<file path="src/design/iol_ram.sv">
// Generic single-write, single-read synchronous RAM with registered read data.
module iol_ram #(
	parameter int WIDTH = 32,
	parameter int DEPTH = 16
) (
	input  logic                                    clk,
	input  logic                                    we,
	input  logic [((DEPTH > 1) ? $clog2(DEPTH) : 1)-1:0] waddr,
	input  logic [WIDTH-1:0]                        wdata,
	input  logic                                    re,
	input  logic [((DEPTH > 1) ? $clog2(DEPTH) : 1)-1:0] raddr,
	output logic [WIDTH-1:0]                        rdata
);

	logic [WIDTH-1:0] mem_q [DEPTH];

	always_ff @(posedge clk) begin
		if (we) begin
			mem_q[waddr] <= wdata;
		end
		if (re) begin
			rdata <= mem_q[raddr];
		end
	end

endmodule

</file>
<file path="config.mk">
export PLATFORM = sky130hd
export DESIGN_NAME = iol_ram
export DESIGN_NICKNAME = d
export VERILOG_FILES = /design/src/design/iol_ram.sv
export SDC_FILE = /design/constraint.sdc
export NUM_CORES = 1
export LEC_CHECK = 0
export ABC_AREA = 0
export BUFFER_PORTS_ARGS = -buffer_cell sky130_fd_sc_hd__clkbuf_2
export CAP_MARGIN = 20
export CORE_ASPECT_RATIO = 2
export CORE_MARGIN = 5
export CORE_UTILIZATION = 50
export DETAILED_ROUTE_END_ITERATION = 16
export PLACE_DENSITY = 0.67
export SYNTH_ARGS = -nofsm -noshare
export SYNTH_HDL_FRONTEND = slang
export SYNTH_SLANG_ARGS = --single-unit
</file>
<file path="constraint.sdc">
create_clock -name clk -period 4.8 [get_ports clk]
set_clock_uncertainty 0.1 [all_clocks]
set_input_delay 0.24 -clock clk [delete_from_list [all_inputs] [get_ports clk]]
set_output_delay 0.24 -clock clk [all_outputs]
set_load 0.005 [all_outputs]
</file>
==> flow_metrics.tcl <==
set metrics [dict create \
    final_util_pct 57.4 \
    die_h_um 294 \
    end_kind "flip-flop" \
    cts_num_sinks 544 \
    drive_gt1_share_pct 31.2 \
    p_leak_nw 7.33 \
    yosys-top-cells-area "edfxtp_1 81%, mux4_2 14%, a22oi_1 2.4%" \
    yosysWarnings 0 \
    multi_input_area_mm2 0.00375 \
    fmax_ghz 0.477 \
    drtPass1Iterations 5 \
    rows 104 \
    period_share_pct 43.7 \
    max_slew.worst_pin.slew_ns 1.18 \
    fillers 2942 \
    avgSynthCellArea_um2 24.1 \
    worstHoldStart "wdata[31]" \
    antenna_found_initial 0 \
    hold_path_class "input pin to flip-flop" \
    critPathMaxStageDelay_ns 0.64 \
    io_buffers 74 \
    drt-wirelength-per-cell_um 28.1 \
    ys_ff_latch 544 \
    vdd_drop_max_mv 0.279 \
    initial_core_util_pct 50.3 \
    status "complete, no violations" \
    yosysUniqueCellTypes 17 \
    drc 0 \
    grt_pass1_vias 9669 \
    area_growth_pct 14.1 \
    die-area_mm2 0.0447 \
    path_class "input pin to flip-flop" \
    hold_viol 0 \
    worstPathRequired_ns 4.99 \
    power_density_mw_per_mm2 411 \
    start_kind "input pin" \
    path_cells "clkbuf_8 -> buf_4 -> mux4_2 -> a22oi_1 -> nand2_1" \
    startpoint "raddr[0]" \
    nNetsFinal 1008 \
    post-route-min-period_ns 2.10 \
    setup_violations 0 \
    vias 9132 \
    grt_util_all_layers_pct 19.2 \
    numCtsBuffers 43 \
    maxCapViolCount 0 \
    cts_max_path_buffers 3 \
    synth_area_leader_cell "edfxtp_1" \
    first_iter_violations 890 \
    overflow 0 \
    slowest_stage "clkbuf_8" \
    core_area_mm2 0.0401 \
    synth.yosys.seq_area_share_pct 81.0 \
    path_clk_slew_ns 0.07 \
    detail-route-antenna-nets 0 \
    cts-resized-gates 0 \
    root_buffer "clkbuf_16" \
    cp_num_buf_inv 2 \
    synth_top_area_share_pct 81.0 \
    final-max-slew-violation-count 0 \
    relSlewSlack_pct 21.6 \
    place_hpwl_um 21700 \
    syn_inst 838 \
    die_w_um 152 \
    totalWireLength_um 42800 \
    globalplace.congestion 0.725 \
    cts_tree "done" \
    crit_fanout 66 \
    io_pins 75 \
    diodes 0 \
    grt_first_pass_wirelength_um 63400 \
    synthesis.nets 881 \
    grt_max_degree 77 \
    netlist_area_mm2 0.0202 \
    insertion_delay_ns 0.55 \
    crit_family "buffers and inverters" \
    viasPerCell 5.98 \
    cts_max_level 2 \
    r2r-start "mem_q[11][13]$_DFFE_PP_" \
    fin_tns_setup_ns 0 \
    rsz0062_at_grt "false" \
    seq_area_mm2 0.0163 \
    arrival_ns 2.29 \
]
==> cell usage after synthesis, drive strengths merged <==
library cell,count
nand3,1
or3b,1
a22oi,64
nand2,33
edfxtp,544
buf,26
nor2b,2
nand3b,2
and2,1
mux4,128
nor2,13
nor3,4
nand2b,2
clkbuf,17
==> worst register-to-register path, stage by stage (launching register included) <==
cell and delay, ns:
edfxtp_1 0.38, mux4_2 0.48, a22oi_1 0.22, nand2_1 0.15
==> power breakdown <==
part	internal, mW	leakage, nW	switching [mW]
Combinational	0.195	1.69	0.270
Clock	2.03	0.694	1.59
Sequential	5.35	4.94	0.0293
==> state kept, by name, indices dropped and copies added, names as in the netlist <==
signal and count:
rdata 32, mem_q 512
==> cell families (layout without fill, tap and decap cells) <==
logic type / count (synthesis) / count (layout) / share of synthesized area (%)
buf+inv: 43 / 201 / 1.10
compound gates: 64 / 64 / 2.38
mux: 128 / 128 / 14.3
flops: 544 / 544 / 81.0
simple gates: 59 / 59 / 1.25
==> through the flow <==
step           instance area, um^2  power (mW)  setup slack (ns)  instances  hold slack [ns]
6_report                     23000        9.47              2.70       1526           0.0174
5_1_grt                      23000        9.75              2.49       1526           0.0236
4_1_cts                      23000        9.54              2.66       1526         0.000371
3_5_place_dp                 21300        5.94              2.08       1426            0.535
3_3_place_gp                 21300        5.93              2.08       1425            0.528
2_1_floorplan                20200        5.73              1.28        838            0.239
==> what timing repair did <==
action	in CTS	in global routing
buffers inserted	0	0
hold endpoints to repair	345	0
hold buffers	24	0
==> layout make-up <==
class                      instances  area share (%)
sequential                       544            71.0
tap                              530            2.88
clock buffer                      49            4.96
timing repair buffer             125            3.65
clock inverter                    27            1.25
multi-input combinational        251            16.3
==> final timing paths <==
path / end / slack, ns / cells past startpoint
setup / recovery: rdata[30]$_DFFE_PP_ / 2.70 / 5
hold / removal: mem_q[9][31]$_DFFE_PP_ / 0.02 / 1
setup reg to reg: rdata[13]$_DFFE_PP_ / 3.19 / 3
hold reg to reg: rdata[3]$_DFFE_PP_ / 0.65 / 3
==> layer usage <==
layer / global-route usage, % / vias up / share of wire (%)
met5: 0 / - / 0
met4: 4.81 / 0 / 2.0
met3: 2.27 / 57 / 5.8
met2: 34.0 / 335 / 54
met1: 25.8 / 4897 / 38
li1: - / 3843 / -
==> cells in the final DEF, fill, tap and decap left out, types with 4 or more instances in the layout <==
cell type / count
nand2_1: 33
edfxtp_1: 544
a22oi_1: 64
clkinv_1: 11
bufinv_16: 6
buf_4: 26
nor2_4: 13
mux4_2: 128
clkbuf_1: 4
dlygate4sd3_1: 24
nor3_2: 4
clkbuf_16: 45
clkbuf_2: 72
clkinv_2: 5
Note: power is estimated with default switching activity, not from simulation.
